`config.mk`:
```
export PLATFORM = sky130hd
export DESIGN_NAME = gpnms_queue
export DESIGN_NICKNAME = d
export VERILOG_FILES = /design/src/sv/gpnms_pkg.sv /design/src/sv/gpnms_queue.sv
export SDC_FILE = /design/constraint.sdc
export NUM_CORES = 1
export LEC_CHECK = 0
export ABC_AREA = 0
export BUFFER_PORTS_ARGS = -buffer_cell sky130_fd_sc_hd__buf_2
export CORE_ASPECT_RATIO = 0.5
export CORE_MARGIN = 2
export CORE_UTILIZATION = 61
export CTS_CLUSTER_SIZE = 40
export DETAILED_ROUTE_END_ITERATION = 12
export GPL_TIMING_DRIVEN = 1
export PLACE_DENSITY = 0.94
export SYNTH_ARGS = -nofsm -noshare
export SYNTH_HDL_FRONTEND = slang
export SYNTH_SLANG_ARGS = --single-unit
```
`constraint.sdc`:
```
create_clock -name clk -period 5.4 [get_ports clk]
set_clock_uncertainty 0.05 [all_clocks]
set_input_delay 0.27 -clock clk [delete_from_list [all_inputs] [get_ports clk]]
set_output_delay 0.27 -clock clk [all_outputs]
set_load 0.02 [all_outputs]
```
`src/sv/gpnms_pkg.sv`:
```
// Shared types, constants and the arctangent table for the non-maximum suppression block.
package gpnms_pkg;

  localparam int PixW = 15;
  localparam int MagW = 7;
  localparam int DirW = 8;

  localparam logic [2:0]  REG_PADDED_WIDTH   = 3'd0;
  localparam logic [11:0] PADDED_WIDTH_RESET = 12'd2048;

  localparam int QueueDepth = 4;
  localparam int QueueAw    = $clog2(QueueDepth);

  typedef struct packed {
    logic [PixW-1:0] upper;
    logic [PixW-1:0] lower;
    logic [PixW-1:0] fresh;
    logic            emit;
    logic            last;
  } gpnms_col_t;

  localparam logic [6:0] QUAD_FLOOR [9][9] = '{
    '{7'd0,  7'd0,  7'd0,  7'd0,  7'd0,  7'd0,  7'd0,  7'd0,  7'd0},
    '{7'd64, 7'd32, 7'd18, 7'd13, 7'd9,  7'd8,  7'd6,  7'd5,  7'd5},
    '{7'd64, 7'd45, 7'd32, 7'd23, 7'd18, 7'd15, 7'd13, 7'd11, 7'd9},
    '{7'd64, 7'd50, 7'd40, 7'd32, 7'd26, 7'd22, 7'd18, 7'd16, 7'd14},
    '{7'd64, 7'd54, 7'd45, 7'd37, 7'd32, 7'd27, 7'd23, 7'd21, 7'd18},
    '{7'd64, 7'd55, 7'd48, 7'd41, 7'd36, 7'd32, 7'd28, 7'd25, 7'd22},
    '{7'd64, 7'd57, 7'd50, 7'd45, 7'd40, 7'd35, 7'd32, 7'd28, 7'd26},
    '{7'd64, 7'd58, 7'd52, 7'd47, 7'd42, 7'd38, 7'd35, 7'd32, 7'd29},
    '{7'd64, 7'd58, 7'd54, 7'd49, 7'd45, 7'd41, 7'd37, 7'd34, 7'd32}
  };

  function automatic logic [DirW-1:0] atan_code(logic [3:0] xn, logic [3:0] yn);
    logic [3:0] ax;
    logic [3:0] ay;
    logic [7:0] f;
    logic [7:0] cf;
    logic       exact;
    ax = xn[3] ? 4'(-xn) : xn;
    ay = yn[3] ? 4'(-yn) : yn;
    f = {1'b0, QUAD_FLOOR[ax][ay]};
    exact = (ax == 4'd0) || (ay == 4'd0) || (ax == ay);
    cf = exact ? f : f + 8'd1;
    if (!xn[3] && !yn[3]) return f;
    if (!xn[3]) return 8'd128 - cf;
    if (!yn[3]) return 8'd0 - cf;
    return 8'd128 + f;
  endfunction

endpackage

```
`src/sv/gpnms_queue.sv`:
```
// Short column queue between the front end and the suppression back end.
module gpnms_queue import gpnms_pkg::*; (
  input  logic       clk,
  input  logic       rst,
  input  logic       push,
  input  gpnms_col_t push_data,
  output logic       full,
  input  logic       pop,
  output gpnms_col_t head,
  output logic       empty
);

  gpnms_col_t           slots [QueueDepth];
  logic [QueueAw-1:0]   wr_ptr;
  logic [QueueAw-1:0]   rd_ptr;
  logic [QueueAw:0]     count;

  assign full  = count == (QueueAw+1)'(QueueDepth);
  assign empty = count == '0;
  assign head  = slots[rd_ptr];

  always_ff @(posedge clk) begin
    if (rst) begin
      wr_ptr <= '0;
      rd_ptr <= '0;
      count  <= '0;
    end else begin
      if (push) begin
        wr_ptr <= wr_ptr + QueueAw'(1);
      end
      if (pop) begin
        rd_ptr <= rd_ptr + QueueAw'(1);
      end
      if (push && !pop) begin
        count <= count + (QueueAw+1)'(1);
      end else if (pop && !push) begin
        count <= count - (QueueAw+1)'(1);
      end
    end
  end

  always_ff @(posedge clk) begin
    if (push) begin
      slots[wr_ptr] <= push_data;
    end
  end

`ifndef SYNTHESIS
  a_no_overflow: assert property (@(posedge clk) disable iff (rst) !(push && full))
    else $error("queue push while full");
  a_no_underflow: assert property (@(posedge clk) disable iff (rst) !(pop && empty))
    else $error("queue pop while empty");
  a_push_fills: assert property (@(posedge clk) disable iff (rst) push && !pop |=> !empty)
    else $error("queue empty after lone push");
  a_count_bound: assert property (@(posedge clk) disable iff (rst)
    count <= (QueueAw+1)'(QueueDepth))
    else $error("queue count out of range");
`endif

endmodule

```
# Word level (Yosys, flattened, before mapping)
# Memory sizes are Yosys's and may differ from the RTL's. A register that Yosys moved wholly into a read port is not among the register bits.
# Cells that the tools add are included.
# op_classes
n_bitwise,0
mul,0
muxes,6
n_reduce_logical,6
n_shift,0
n_div,0
eq_ne,1
magnitude_cmp,0
addsub,4
# ops
operator,n
two-way mux 3 bit,2
adder 2 x 1 -> 2 bit (second input constant),2
two-way mux 2 bit,2
adder 3 x 1 -> 3 bit (second input constant),1
equality test 3 bit (second input constant),1
logical NOT 3 bit,1
subtractor 3 x 1 -> 3 bit (second input constant),1
logical AND 1 bit,2
logical NOT 1 bit,2
two-way mux 1 bit,2
nonzero test 2 bit,1
# totals
memories,1
ramBits,188
mem_bits_ro,0
ff_bits,7
word_cells,21
out_inout_bits,49
latchBits,0
# mem_list
memory,words,word_bits,rd,rd_clocked_by_memory_dff,wr,line_no,source
slots,4,47,1,1,1,gpnms_queue.sv:13,gpnms_col_t slots [QueueDepth];

# Longest topological paths before layout
# depth
depth_word,4
ltp_mapped,7
ltp_nobuf,7

# Worst setup path after synthesis
# OpenSTA, ideal clock, no wires.
# synth_timing
path_kind,register to register
startpoint,register wr_ptr[0]
endpoint,"memory slots[2][0] in the netlist's numbering, enable pin"
path_slack_ns,3.273
path_buffers,0
t_required_ns,4.941
arrival_ns,1.667
setup_ns,0.409
synth_period_minus_slack_ns,2.127
stages_incl_launch_ff,4
path_cell_list,dfxtp_1 > inv_1 > ha_1 > and2_1
# synth_lines
item,line_no,source
"start, declared",gpnms_queue.sv:14,logic [QueueAw-1:0] wr_ptr;
"start signal, assigned",gpnms_queue.sv:29,wr_ptr <= wr_ptr + QueueAw'(1);
"end, declared",gpnms_queue.sv:13,
# No word-level cell before the write port.

==> results.md <==
* Syn_area_per_cell at 25.0 µm²
* Die X at 158 µm
* CP Max Fanout at 47
* Initial antenna violation count at 0
* Crit. End Element: output pin
* Period minus WS final at approximately 2500 ps
* CP max stage cell: dfxtp_4
* Num CTS Buffers at 17
* Detailed-route via count at around 3,200
* Post-synth EDFFs at 188
* Clock Tree Root: clkbuf_16
* Fillers at 695
* Top Ports at 100
* Core area at 11,700 µm²
* Height of the die at between 80 and 90 µm
* Ys flop type: edfxtp_1
* Final Setup Violations at 0
* Clk sinks at ~200
* Post-route ant nets at 0
* Post-Synth XOR/XNOR Area at 0.00605
* Clk Latency, worst-skew pair at between 400 and 500 ps
* Req. time, crit path at between 5000 and 6000 ps
* Routed WL per cell at around 21 µm
* Max Cap Violations at 0
* DRC viols at 0
* DP Wirelength at ~7000 µm
* Synthesis-stage register bit count at ~200
* Worst VDD drop at 260 µV
* Largest area contributor in the netlist: edfxtp_1
* Post-layout worst setup margin at about 2900 ps
* Synth Instances at approximately 290
* Synth Area in Simple Gates at 0.0102
* Largest family of logic cells by synthesized area: multiplexers
* Biggest cell delay along the critical path at 970 ps
* Setup TNS at 0 ps
* Data arrival time of the critical path at about 2200 ps
* Final period util at 0.468
* Sequential element share of the synthesized area at 0.805
* Worst-path cell chain: mux4_2, buf_2
* Post-synthesis compound-gate area fraction at 0.00138
* Drt total wl at roughly 12,000 µm
* Syn-to-layout area delta at 17.6%
* DR pass1 iterations at 4
* First-pass GRT wire length at 18,300 µm
* CTS clk-pin slew, worst paths at ~70 ps
* RSZ-0062 raised after global routing: false
* Post-Syn Area at 7240 µm²
* Outcome: complete, no violations
* Synth cell types at 22
* Nets@finish at roughly 460
* Routability cong. at 0.699
* H-tree level count at 4
* Vias in the first global route at about 3,400
* Final Max Tran Viols at 0
* Critical setup path kind: reg -> out
* Max Fclk at 0.395 GHz
* CTS tree: done
* Antenna Cells at 0
* Pwr dens at around 400 nW/µm²
* Lkg Pwr at between 2 and 3 nW
* Slew HR at 0.376
* Post-Synth Adder-Cell Area at 0.0114
* Initial Util at 0.618
* Share of the synthesized area in the top cell type at 0.780
* Syn. warnings at 0
* Async set or reset register ratio after synthesis at 0
* Worst setup SP type: flop
* Input/output buffers at just under 100
* Proportion of synthesized area in mux cells at 0.149
* Largest net degree at the start of global routing at 48
* Drt first-iter violations at about 230
* Slew of the pin with the lowest slew margin at 936 ps
* Die area at between 10,000 and 15,000 µm²
* GRT overflow at 0
* Cell Rows at 28
* Share of cells above drive strength 1 at 0.447
* Pre-CTS setup slack at ~3200 ps
* Count leader, synth: edfxtp_1
* Setup bufs post-CTS at 0
* Worst-case clock buffer depth at 2
* Synth top area cells: edfxtp_1 (78%), mux4_2 (15%), dfxtp_1 (2.5%)
* Most frequent cells after synthesis: edfxtp_1 (188), mux4_2 (47), dfxtp_1 (9)
* Final hold viol count at 0
* Hold Path Class: in -> reg
* Synthesized Nets at ~350
* Vias per Instance at about 5.6
* Total global-route track usage at 0.202
metrics by stage:
step | cells | power, mW | instance area [µm²] | hold slack [ps] | utilization
after floorplan | 289 | 2.06 | 7240 | 319 | -
after global placement | 547 | 2.16 | 7880 | 431 | 0.673
after detailed placement | 547 | 2.17 | 7880 | 435 | 0.673
after CTS | 578 | 3.38 | 8460 | 1.10 | 0.723
after global routing | 583 | 3.48 | 8510 | 2.18 | 0.727
final | 583 | 3.36 | 8510 | 18.8 | 0.727
registers in the layout, summed over array words and instances, names as in the netlist, named ones only:
name / cells
wr_ptr: 2
slots: 188
count: 3
rd_ptr: 2
worst max-delay path: cells and delay by family, from the launching register on:
| family | cells | cell delay [ps] |
|---|---|---|
| buffers and inverters | 1 | 180 |
| DFF | 1 | 970 |
| muxes | 1 | 640 |
per-layer routing:
layer,GRT usage,wire length (µm),up-vias
met5,0,0,-
met4,0.0649,61,0
met3,0.0491,410,4
met2,0.352,6580,92
met1,0.259,5080,1701
li1,-,-,1450
power breakdown:
group	switching (mW)	internal, mW	total [mW]
clock network	0.536	0.685	1.22
registers	0.0436	1.75	1.80
logic	0.194	0.149	0.343
cell usage in the layout (no fill, tap or decap):
cell / n
a21oi_1: 1
and2_2: 4
buf_2: 99
buf_4: 5
bufinv_16: 2
clkbuf_16: 17
clkinv_1: 1
clkinv_2: 1
clkinv_4: 2
clkinvlp_4: 4
dfxtp_1: 7
dfxtp_2: 1
dfxtp_4: 1
dlygate4sd3_1: 5
edfxtp_1: 188
fa_1: 1
ha_1: 5
inv_1: 4
inv_6: 4
mux2i_1: 2
mux4_2: 47
nand2_1: 1
nor2_1: 7
nor3_1: 1
nor3b_1: 1
o21ai_0: 1
or3_1: 1
xnor2_1: 2
xor2_1: 3
logic make-up (layout without fill, tap and decap cells):
logic type,Yosys count,after routing
buffers and inverters,15,144
XOR/XNOR,5,5
flip-flops,197,197
AO/OA/AOI/OAI,2,2
adder cells (fa/ha/maj),6,6
multiplexers,49,49
AND/OR/NAND/NOR,15,15
final timing paths:
path | slack, ps | to | depth (start not counted) | startpoint
setup reg to reg | 3500 | slots[3][8] | 3 | wr_ptr[0]
hold reg to reg | 460 | count[2] | 2 | count[2]
setup / recovery | 2870 | head[36] | 2 | flop
hold / removal | 20 | slots[2][27] | 1 | push_data[27]
layout make-up:
type / instances / area, µm² / area share
well taps: 165 / 206 / 0.0243
repair buffers: 109 / 583 / 0.0685
multi-input cells: 77 / 1290 / 0.152
clock inverters: 14 / 151 / 0.0178
inverters: 4 / 15.0 / 0.00177
clock buffers: 17 / 425 / 0.0500
flip-flops and latches: 197 / 5830 / 0.685
repair_timing:
action / CTS / global route
hold buffers: 0 / 5
hold endpoints to repair: 0 / 18
resized for setup: 0 / 0
Note: power is estimated with default switching activity, not from simulation.
