===== src/sv/gpnms_pkg.sv =====
// Shared types, constants and the arctangent table for the non-maximum suppression block.
package gpnms_pkg;

  localparam int PixW = 15;
  localparam int MagW = 7;
  localparam int DirW = 8;

  localparam logic [2:0]  REG_PADDED_WIDTH   = 3'd0;
  localparam logic [11:0] PADDED_WIDTH_RESET = 12'd2048;

  localparam int QueueDepth = 4;
  localparam int QueueAw    = $clog2(QueueDepth);

  typedef struct packed {
    logic [PixW-1:0] upper;
    logic [PixW-1:0] lower;
    logic [PixW-1:0] fresh;
    logic            emit;
    logic            last;
  } gpnms_col_t;

  localparam logic [6:0] QUAD_FLOOR [9][9] = '{
    '{7'd0,  7'd0,  7'd0,  7'd0,  7'd0,  7'd0,  7'd0,  7'd0,  7'd0},
    '{7'd64, 7'd32, 7'd18, 7'd13, 7'd9,  7'd8,  7'd6,  7'd5,  7'd5},
    '{7'd64, 7'd45, 7'd32, 7'd23, 7'd18, 7'd15, 7'd13, 7'd11, 7'd9},
    '{7'd64, 7'd50, 7'd40, 7'd32, 7'd26, 7'd22, 7'd18, 7'd16, 7'd14},
    '{7'd64, 7'd54, 7'd45, 7'd37, 7'd32, 7'd27, 7'd23, 7'd21, 7'd18},
    '{7'd64, 7'd55, 7'd48, 7'd41, 7'd36, 7'd32, 7'd28, 7'd25, 7'd22},
    '{7'd64, 7'd57, 7'd50, 7'd45, 7'd40, 7'd35, 7'd32, 7'd28, 7'd26},
    '{7'd64, 7'd58, 7'd52, 7'd47, 7'd42, 7'd38, 7'd35, 7'd32, 7'd29},
    '{7'd64, 7'd58, 7'd54, 7'd49, 7'd45, 7'd41, 7'd37, 7'd34, 7'd32}
  };

  function automatic logic [DirW-1:0] atan_code(logic [3:0] xn, logic [3:0] yn);
    logic [3:0] ax;
    logic [3:0] ay;
    logic [7:0] f;
    logic [7:0] cf;
    logic       exact;
    ax = xn[3] ? 4'(-xn) : xn;
    ay = yn[3] ? 4'(-yn) : yn;
    f = {1'b0, QUAD_FLOOR[ax][ay]};
    exact = (ax == 4'd0) || (ay == 4'd0) || (ax == ay);
    cf = exact ? f : f + 8'd1;
    if (!xn[3] && !yn[3]) return f;
    if (!xn[3]) return 8'd128 - cf;
    if (!yn[3]) return 8'd0 - cf;
    return 8'd128 + f;
  endfunction

endpackage


===== src/sv/gpnms_back.sv =====
// Back end: 3x3 window, directional interpolation and suppression, result register.
module gpnms_back import gpnms_pkg::*; (
  input  logic             clk,
  input  logic             rst,
  input  gpnms_col_t       head,
  input  logic             q_empty,
  output logic             q_pop,
  output logic             res_valid,
  input  logic             res_stall,
  output logic [MagW-1:0]  edge_strength,
  output logic             row_end
);

  logic [PixW-1:0] window [6];

  logic            b1_valid;
  logic [MagW-1:0] b1_a;
  logic [MagW-1:0] b1_b;
  logic [MagW-1:0] b1_c;
  logic [MagW-1:0] b1_d;
  logic [MagW-1:0] b1_centre;
  logic [4:0]      b1_res;
  logic            b1_last;

  logic            b1_go;
  logic [MagW-1:0] nb [8];
  logic [DirW-1:0] theta;
  logic [2:0]      lo;
  logic [2:0]      hi;
  logic [MagW-1:0] low;
  logic [MagW-1:0] high;

  function automatic logic [MagW-1:0] blend(logic [MagW-1:0] a, logic [MagW-1:0] b,
                                            logic [4:0] res);
    logic [11:0] acc;
    acc = 12'(a) * (12'd32 - 12'(res)) + 12'(b) * 12'(res);
    return acc[11:5];
  endfunction

  assign b1_go = !res_valid || !res_stall;
  assign q_pop = !q_empty && (!b1_valid || b1_go);

  assign nb[0] = window[3][14:8];
  assign nb[1] = window[0][14:8];
  assign nb[2] = window[1][14:8];
  assign nb[3] = window[2][14:8];
  assign nb[4] = window[5][14:8];
  assign nb[5] = head.fresh[14:8];
  assign nb[6] = head.lower[14:8];
  assign nb[7] = head.upper[14:8];

  assign theta = window[4][7:0];
  assign lo    = theta[7:5];
  assign hi    = lo + 3'd1;

  always_ff @(posedge clk) begin
    if (rst) begin
      b1_valid <= 1'b0;
      for (int i = 0; i < 6; i++) begin
        window[i] <= '0;
      end
    end else begin
      b1_valid <= q_pop ? head.emit : (b1_valid && !b1_go);
      if (q_pop) begin
        b1_a      <= nb[lo];
        b1_b      <= nb[hi];
        b1_c      <= nb[lo ^ 3'b100];
        b1_d      <= nb[hi ^ 3'b100];
        b1_centre <= window[4][14:8];
        b1_res    <= theta[4:0];
        b1_last   <= head.last;
        window[0] <= window[3];
        window[1] <= window[4];
        window[2] <= window[5];
        window[3] <= head.upper;
        window[4] <= head.lower;
        window[5] <= head.fresh;
      end
    end
  end

  assign low  = blend(b1_a, b1_b, b1_res);
  assign high = blend(b1_c, b1_d, b1_res);

  always_ff @(posedge clk) begin
    if (rst) begin
      res_valid <= 1'b0;
    end else if (b1_go) begin
      res_valid     <= b1_valid;
      edge_strength <= (b1_centre <= low || b1_centre < high) ? '0 : b1_centre;
      row_end       <= b1_last;
    end
  end

endmodule


===== config.mk =====
export PLATFORM = sky130hd
export DESIGN_NAME = gpnms_back
export DESIGN_NICKNAME = d
export VERILOG_FILES = /design/src/sv/gpnms_pkg.sv /design/src/sv/gpnms_back.sv
export SDC_FILE = /design/constraint.sdc
export NUM_CORES = 1
export LEC_CHECK = 0
export BUFFER_PORTS_ARGS = -buffer_cell sky130_fd_sc_hd__buf_2
export CORE_MARGIN = 3
export CORE_UTILIZATION = 39
export CTS_CLUSTER_SIZE = 14
export DETAILED_ROUTE_END_ITERATION = 7
export GPL_TIMING_DRIVEN = 1
export HOLD_SLACK_MARGIN = 0.12
export PLACE_DENSITY = 0.53
export SYNTH_ARGS = -nofsm -noshare
export SYNTH_HDL_FRONTEND = slang
export SYNTH_SLANG_ARGS = --single-unit

===== constraint.sdc =====
create_clock -name clk -period 10.7 [get_ports clk]
set_input_delay 0 -clock clk [delete_from_list [all_inputs] [get_ports clk]]
set_output_delay 0 -clock clk [all_outputs]
set_load 0.01 [all_outputs]

== Word-level counts from Yosys, hierarchy flattened ==
Memories as Yosys holds them, arrays and structs flattened.
Cells that the tools add are included.
Storage, ports and cells
  register bits after elaboration: 51
  RAM bits: 90
  input port bits: 51
  output and inout port bits: 10
  logic and storage cells: 75
  memories: 1
Operators by class
  add/sub/neg operators: 4
  multiply operators: 4
  $lt $le $gt $ge: 6
  multiplexer cells: 24
  bitwise gates (word level): 13
  reductions and logical operators: 12
Memory list
  window: words 6, width 15, read ports 6, clocked after memory_dff 0, write ports 6, RTL line gpnms_back.sv:14  | logic [PixW-1:0] window [6];
Operators by type and width (count)
  two-way mux 15 bit: 6
  binary-select mux 7 bit (select 3 bit): 4
  two-way mux 7 bit: 8
  adder 12 bit: 2
  multiplier 7 x 5 -> 12 bit: 2
  >= comparator 4 bit (second input constant): 4
  inverter 3 -> 4 bit: 4
  multiplier 7 x 12 -> 12 bit: 1
  multiplier 8 x 7 -> 12 bit: 1
  <= comparator 7 bit: 1
  less-than comparator 7 bit: 1
  subtractor 6 x 5 -> 7 bit (first input constant): 1
  two-way mux 1 bit: 6
  bitwise OR 1 bit: 6
  logical NOT 1 bit: 5
  AND reduction 2 bit: 2
  adder 3 x 1 -> 3 bit (second input constant): 1
  logical OR 1 bit: 3
  inverter 1 bit: 3
  logical AND 1 bit: 2

== Depth between registers and ports, before layout ==
Gate-level depths: netlist of run 1.
  depth after elaboration: 8
  depth in mapped cells: 28
  depth with buffers taken out: 25

== Least setup slack after synthesis of run 1 ==
OpenSTA, ideal clock, no wires.
  path kind: flip-flop to flip-flop
  from: reg b1_res[0]
  to: reg edge_strength[0], data pin
  setup time: 278 ps
  arrival: 6428 ps
  required time: 10422 ps
  path slack: 3994 ps
  cell stages (with the launch flop): 25
  path buffers: 3
  clock period less this slack: 6706 ps
  path through: edfxtp_1 -> buf_6 -> clkbuf_1 -> inv_1 -> ha_1 -> xnor2_1 -> clkbuf_1 -> nand2_1 -> fa_1 -> fa_1 -> fa_1 -> fa_1 -> fa_1 -> inv_1 -> ha_1 -> nand4_1 -> o22ai_2 -> o41a_4 -> a211oi_1 -> nor3_1 -> ha_1 -> a21o_1 -> a21o_1 -> o31ai_2 -> a211oi_1
Between the ends
  cells in the longest elaborated chain, start to end: 5
  elaborated cells between the ends (all ways): 10
  those cells by class: add/sub: 3; mul: 4; order compare: 2; reduce/logical: 1
Ends and longest elaborated chain
  from (decl): RTL line gpnms_back.sv:22  | logic [4:0] b1_res;
  from (signal assigned): RTL line gpnms_back.sv:70  | b1_res <= theta[4:0];
  subtractor 6 x 5 -> 7 bit: RTL line gpnms_back.sv:36  | acc = 12'(a) * (12'd32 - 12'(res)) + 12'(b) * 12'(res);
  multiplier 7 x 12 -> 12 bit / multiplier 8 x 7 -> 12 bit (equally long branches): RTL line gpnms_back.sv:36
  adder 12 bit: RTL line gpnms_back.sv:36
  <= comparator 7 bit / less-than comparator 7 bit (equally long branches): RTL line gpnms_back.sv:90  | edge_strength <= (b1_centre <= low || b1_centre < high) ? '0 : b1_centre;
  logical OR 1 bit *: RTL line gpnms_back.sv:90
  to (signal assigned): RTL line gpnms_back.sv:90
  to (decl): RTL line gpnms_back.sv:10  | output logic [MagW-1:0] edge_strength,
Mark *: on every way between the ends. The rest lies on a longest branch, timed or not.
A chain may end at the register's enable or synchronous reset.

== Worst setup path after layout of run 1 ==
  from: reg b1_res[1]
  to: reg edge_strength[4], data pin
The elaborated chain is that of the path after synthesis.

==> impl_metrics.tcl, run 1 <==
set metrics [dict create \
    status "complete, no violations" \
    cp.arrival_ns 7.38 \
    nets 1175 \
    grt_antenna_before_repair 0 \
    cts_buffer_depth 2 \
    cpMostUsedCell "fa_1" \
    clockRootBuffer "clkbuf_16" \
    hold_class "in -> reg" \
    synth-seq-area-share 0.313 \
    cts_tree "yes" \
    wirelength_um 19200 \
    drv_slew 0 \
    grt_pass1_wl_um 32500 \
    rr_worst_depth 21 \
    syn_inst 864 \
    crit_chain "nor3_1, nor3b_2, nand2_1, fa_1, inv_1, fa_1, fa_1, fa_1, inv_1, fa_1, inv_1, ha_1, a21oi_1, nand3_1, a31oi_1, xor2_1, ha_1, a21o_1, a21o_1, a21oi_1, a211oi_1" \
    period_minus_slack_ns 7.32 \
    cts_buffers 9 \
    wl_met2_um 9360 \
    design_area_um2 10900 \
    vias 6024 \
    dieHeight_um 163 \
    syn2layout_area_growth_pct 13.4 \
    io_pins 61 \
    cap_violations 0 \
    start_util 0.403 \
    grt_max_degree 58 \
    syn_nets 1102 \
    netlist.area_leader.share 0.309 \
    fin_skew_ns 0.0116 \
    avgRoutedWirePerCell_um 15.2 \
    clkLatencyLatePin_ns 0.34 \
    cts.repair.resized 0 \
    critPathLaunchType "flop" \
    hpwl_um 15000 \
    place_congestion 0.801 \
    crit_type "reg -> reg" \
    leakage_nw 4.96 \
    rr_endpoint "edge_strength[4]$_SDFFCE_PP0P_" \
    synth_area_um2 9630 \
    worstMarginPinSlew_ns 1.06 \
    slew-limit-headroom 0.291 \
    wl_met3_um 420 \
    crit_slowest_cell "nor3b_2" \
    hold_path_depth 2 \
    cts_sinks 101 \
    synth-edff-count 99 \
    final.setup.tns_ns 0 \
    ir_drop_v 0.000142 \
    detail_route.iter0.violations 308 \
    setup_violations 0 \
    fillers 2223 \
    min_to "row_end$_DFFE_PP_" \
    r2r_setup_slack_ns 3.38 \
    ys_seq_elements 101 \
    rsz0062_at_grt "false" \
    async_reset_ff_frac 0 \
    wirelength_met1_um 9100 \
    cp_max_fo 16 \
    critPathMaxStageDelay_ns 0.84 \
    ctsHtreeMaxLevel 3 \
    cp-end-kind "flop" \
    rows 56 \
    ant_nets 0 \
    drcViolationCount 0 \
    min_period_over_period 0.684 \
    r2r_start "b1_res[1]$_DFFE_PP_" \
    dr.max_layer_used "met4" \
    min-delay-start "res_stall" \
    finalHoldViolCount 0 \
    fp.coreArea_um2 23900 \
    powerDensity_nw_per_um2 210 \
    synth_warnings 0 \
    overflow 0 \
    firstDrtPassIters 4 \
    placed_cell_area_um2 10200 \
    grtUsageTotal 0.155 \
    die-area_um2 26600 \
    numPortBuffers 44 \
    synthTopCellsByArea "edfxtp_1, fa_1, ha_1" \
    diodes 0 \
    synth_area_per_cell_um2 11.1 \
    timing.fmax_mhz 137 \
    ys.flop_type "edfxtp_1" \
    yosysUniqueCellTypes 39 \
    die_w_um 163 \
    routed_via_density 4.78 \
    synth_area_leader_cell "edfxtp_1" \
    drive_gt1_frac 0.131 \
    path_clk_slew_ns 0.07 \
    crit_required_ns 10.77 \
    grt_pass1_vias 6279 \
]
[state kept, by name (all words and copies together) (netlist names)]
| register | count |
|---|---|
| window | 50 |
| b1_a | 7 |
| b1_b | 7 |
| b1_c | 7 |
| b1_centre | 7 |
| b1_d | 7 |
| edge_strength | 7 |
| b1_res | 5 |
| b1_last | 1 |
| b1_valid | 1 |
| res_valid | 1 |
| row_end | 1 |
[power breakdown]
group	switching, mW	total, mW	internal (mW)	leakage [nW]
Sequential	0.0298	0.517	0.487	1.05
Combinational	0.765	1.38	0.612	3.74
Clock	0.142	0.395	0.253	0.176
Total	0.936	2.29	1.35	4.96
[worst max-delay path, delay by kind of cell (launching register included)]
family,cells,cell delay [ns]
AO/OA/AOI/OAI,6,1.40
adder cells (fa/ha/maj),7,3.23
buffers and inverters,3,0.14
flip-flops,1,0.64
AND/OR/NAND/NOR,4,1.44
XOR/XNOR,1,0.19
[repair_timing]
| action | 4_1_cts | 5_1_grt |
|---|---|---|
| hold buffers | 35 | 0 |
| setup endpoints to repair | 0 | 0 |
| buffers inserted | 0 | 0 |
| hold endpoints to repair | 32 | 0 |
[cells in the mapped netlist (4+ instances only)]
| cell type | instances |
|---|---|
| nor2_1 | 8 |
| nand4_1 | 4 |
| nand2b_1 | 4 |
| a21oi_1 | 11 |
| inv_1 | 151 |
| xor2_1 | 9 |
| fa_1 | 101 |
| nand2_1 | 124 |
| a21o_1 | 8 |
| a211oi_1 | 9 |
| nand3_1 | 4 |
| mux2_2 | 15 |
| mux4_2 | 28 |
| a31oi_1 | 4 |
| xnor2_1 | 17 |
| o21ai_0 | 5 |
| clkbuf_1 | 19 |
| ha_1 | 86 |
| edfxtp_1 | 99 |
| and2_1 | 125 |
[stage by stage]
step	power (mW)	util	hold slack (ns)	instances	setup slack (ns)
2_1_floorplan	1.58	-	0.0530	864	3.99
4_1_cts	2.33	0.457	0.229	1261	3.31
3_5_place_dp	1.91	0.427	0.179	1210	3.33
6_report	2.29	0.457	0.248	1261	3.38
3_3_place_gp	1.89	0.427	0.176	1210	3.36
5_1_grt	2.54	0.457	0.282	1261	2.86
[kinds of logic after synthesis]
kind of cell | share of synthesized area
AO/OA/AOI/OAI | 0.0361
XOR/XNOR | 0.0236
adder cells (fa/ha/maj) | 0.322
buffers and inverters | 0.0717
flip-flops | 0.313
multiplexers | 0.0830
AND/OR/NAND/NOR | 0.151
[metal layers]
layer / vias to the layer above / GRT usage
li1: 2952 / -
met1: 2970 / 0.217
met2: 87 / 0.262
met3: 15 / 0.0152
met4: 0 / 0.0354
met5: - / 0
[layout by cell type (no fill, tap or decap), types with 2 or more instances in the layout]
cell,Yosys,final
o21ai_0,5,5
ha_1,86,86
mux4_2,28,28
and3_1,3,3
nand4_1,4,4
clkbuf_16,0,9
mux2_2,15,15
inv_1,151,151
edfxtp_1,99,99
and2_1,125,125
nor2_1,8,8
nand2_1,124,124
nand2b_1,4,4
fa_1,101,101
buf_4,2,9
a21o_1,8,8
bufinv_16,0,4
dfxtp_1,2,2
a211oi_1,9,9
a31oi_1,4,4
or2_2,2,2
a21oi_1,11,11
nor3_1,3,3
dlygate4sd3_1,0,35
nand3_1,4,4
o21a_1,3,3
nor2b_1,3,2
buf_2,3,44
xnor2_1,17,17
xor2_1,9,9
[final cells by class]
cell class | instances | area, um^2 | area share
multi-input cells | 586 | 5940 | 0.543
flip-flops and latches | 101 | 3010 | 0.276
repair buffers | 88 | 638 | 0.0584
inverters | 151 | 567 | 0.0519
well taps | 319 | 399 | 0.0365
clock buffers | 9 | 225 | 0.0206
clock inverters | 7 | 145 | 0.0133
[worst max-delay path by stage]
stage / cells after the start / to / startpoint
6_report: 21 / edge_strength[4]$_SDFFCE_PP0P_ / b1_res[1]$_DFFE_PP_
4_1_cts: 23 / edge_strength[4]$_SDFFCE_PP0P_ / b1_res[1]$_DFFE_PP_
3_5_place_dp: 23 / edge_strength[4]$_SDFFCE_PP0P_ / b1_res[1]$_DFFE_PP_
5_1_grt: 21 / edge_strength[3]$_SDFFCE_PP0P_ / b1_res[1]$_DFFE_PP_
2_1_floorplan: 24 / edge_strength[0]$_SDFFCE_PP0P_ / b1_res[0]$_DFFE_PP_
3_3_place_gp: 23 / edge_strength[3]$_SDFFCE_PP0P_ / b1_res[1]$_DFFE_PP_
Note: power is estimated with default switching activity, not from simulation.
==> run 2, diff against run 1 <==
--- a/config.mk
+++ b/config.mk
@@ -5,6 +5,7 @@
 export SDC_FILE = /design/constraint.sdc
 export NUM_CORES = 1
 export LEC_CHECK = 0
+export ABC_AREA = 1
 export BUFFER_PORTS_ARGS = -buffer_cell sky130_fd_sc_hd__buf_2
 export CORE_MARGIN = 3
 export CORE_UTILIZATION = 39
@@ -12,7 +13,7 @@
 export DETAILED_ROUTE_END_ITERATION = 7
 export GPL_TIMING_DRIVEN = 1
 export HOLD_SLACK_MARGIN = 0.12
-export PLACE_DENSITY = 0.53
+export PLACE_DENSITY = 0.55
 export SYNTH_ARGS = -nofsm -noshare
 export SYNTH_HDL_FRONTEND = slang
 export SYNTH_SLANG_ARGS = --single-unit
==> constraint.sdc (replaced) <==
create_clock -name clk -period 6.14 [get_ports clk]
set_input_delay 0 -clock clk [delete_from_list [all_inputs] [get_ports clk]]
set_output_delay 0 -clock clk [all_outputs]
set_load 0.01 [all_outputs]
==> impl_metrics.tcl, run 2 <==
set metrics [dict create \
    status "complete, no violations" \
    cts_buffers 9 \
    worstMarginPinSlew_ns 1.17 \
    rows 57 \
    top_register "window" \
    firstDrtPassIters 5 \
    nets 1516 \
    slew-limit-headroom 0.217 \
    hpwl_um 18000 \
    ys_seq_elements 101 \
    drcViolationCount 0 \
    synth-seq-area-share 0.305 \
    clockRootBuffer "clkbuf_16" \
    crit_start "b1_res[1]$_DFFE_PP_" \
    syn2layout_area_growth_pct 18.9 \
    grt_max_degree 87 \
    yosysUniqueCellTypes 35 \
    grt_pass1_vias 7595 \
    mostFrequentLayoutCells "inv_1, nand2_1, nor2_1, fa_1, edfxtp_1" \
    min_period_over_period 0.988 \
    grtUsageTotal 0.177 \
    wirelength_um 22800 \
    placed_cell_area_um2 10700 \
    leakage_nw 6.01 \
    grt_pass1_wl_um 38000 \
    fin_skew_ns 0.0138 \
    cts_tree "yes" \
    overflow 0 \
    place_congestion 0.832 \
    syn_nets 1416 \
    die_w_um 165 \
    ant_nets 0 \
    synth_warnings 0 \
    cts_sinks 101 \
    powerDensity_nw_per_um2 420 \
    crit_slowest_cell "fa_2" \
    synth_area_per_cell_um2 8.40 \
    path_clk_slew_ns 0.07 \
    r2r_start "b1_res[1]$_DFFE_PP_" \
    synth-edff-count 99 \
    cp_max_fo 7 \
    crit_required_ns 6.34 \
    ctsHtreeMaxLevel 3 \
    cp.arrival_ns 6.27 \
    hold_slack_ns 0.396 \
    layout_commonest_cell "inv_1" \
    ys.flop_type "edfxtp_1" \
    rsz0062_at_grt "true" \
    crit_type "reg -> reg" \
    syn_inst 1178 \
    synthTopCellsByArea "edfxtp_1, fa_1, inv_1" \
    drv_slew 0 \
    dp_cells 1550 \
    diodes 0 \
    min-delay-start "head[0]" \
    dieHeight_um 165 \
    async_reset_ff_frac 0 \
    io_pins 61 \
    ir_drop_v 0.000273 \
    hold_class "in -> reg" \
    numPortBuffers 44 \
    critPathLaunchType "flop" \
    finalHoldViolCount 0 \
    power_mw 4.94 \
    synth_area_leader_cell "edfxtp_1" \
    setup_violations 0 \
    largest_register_ffs 50 \
    cts_buffer_depth 2 \
    detail_route.iter0.violations 388 \
    design_area_um2 11800 \
    synth_common_cells "inv_1, nand2_1, nor2_1" \
    cap_violations 0 \
    final.setup.tns_ns 0 \
    cp-end-kind "flop" \
    drive_gt1_frac 0.141 \
    synth_area_um2 9890 \
    die-area_um2 27300 \
    period_minus_slack_ns 6.06 \
    r2r_setup_slack_ns 0.08 \
    timing.fmax_mhz 165 \
    grt_antenna_before_repair 0 \
    critPathMaxStageDelay_ns 0.54 \
    routed_via_density 4.61 \
    yosysMostFrequentCell "inv_1" \
    vias 7408 \
    start_util 0.402 \
    netlist.area_leader.share 0.300 \
    finalNonFillerCells 1607 \
    fp.coreArea_um2 24600 \
    avgRoutedWirePerCell_um 14.2 \
    clkLatencyLatePin_ns 0.34 \
]
## run 2: worst paths after layout
kind | end | cells after the start
worst max-delay path | edge_strength[0]$_SDFFCE_PP0P_ | 29
worst min-delay path | b1_last$_DFFE_PP_ | 2
worst min register to register | b1_res[3]$_DFFE_PP_ | 0
worst max register to register | edge_strength[0]$_SDFFCE_PP0P_ | 29
## run 2: power by group
group | leakage (nW) | internal, mW | switching [mW]
Clock | 0.150 | 0.359 | 0.251
Sequential | 1.04 | 0.849 | 0.0589
Combinational | 4.82 | 1.59 | 1.83
## run 2: per-layer routing
layer	routed length [um]	GRT usage	vias to the layer above
met1	10800	0.243	3494
met3	571	0.0140	17
met4	294	0.0385	0
li1	-	-	3797
met2	11200	0.306	100
met5	0	0	-
## run 2: cell families after synthesis
| logic type | Yosys count | share of synthesized area |
|---|---|---|
| buffers and inverters | 342 | 0.131 |
| xor gates and xnor gates | 22 | 0.0195 |
| DFF | 101 | 0.305 |
| AOI/OAI and AO/OA | 154 | 0.0803 |
| and+or+nand+nor | 372 | 0.152 |
| adders and majority gates | 187 | 0.313 |
## run 2: critical path: cells and delay by family, from the launching register on
family	cells	cell delay, ns
fa+ha+maj	7	3.01
compound gates	3	0.60
simple gates	13	1.27
flops	1	0.45
buf+inv	6	0.56
## run 2: layout make-up
class	count	area (um^2)
fillers	2408	12800
clock buffers	11	233
multi-input cells	735	5940
flip-flops and latches	101	3010
clock inverters	5	85.1
inverters	303	1140
repair buffers	128	945
well taps	324	405
## run 2: per-stage QoR
| stage | util | worst slack [ns] |
|---|---|---|
| CTS | 0.465 | 0.00995 |
| detailed placement | 0.436 | -0.187 |
| floorplan | - | 0.00407 |
| finish | 0.478 | 0.0762 |
| global route | 0.478 | -0.183 |
| global placement | 0.436 | -0.0893 |
## run 2: repair_timing
action,in CTS,in global routing
hold buffers,33,0
pin swaps,1,42
buffers inserted,1,7
setup endpoints to repair,7,7
hold endpoints to repair,32,0
gates resized for setup,12,61
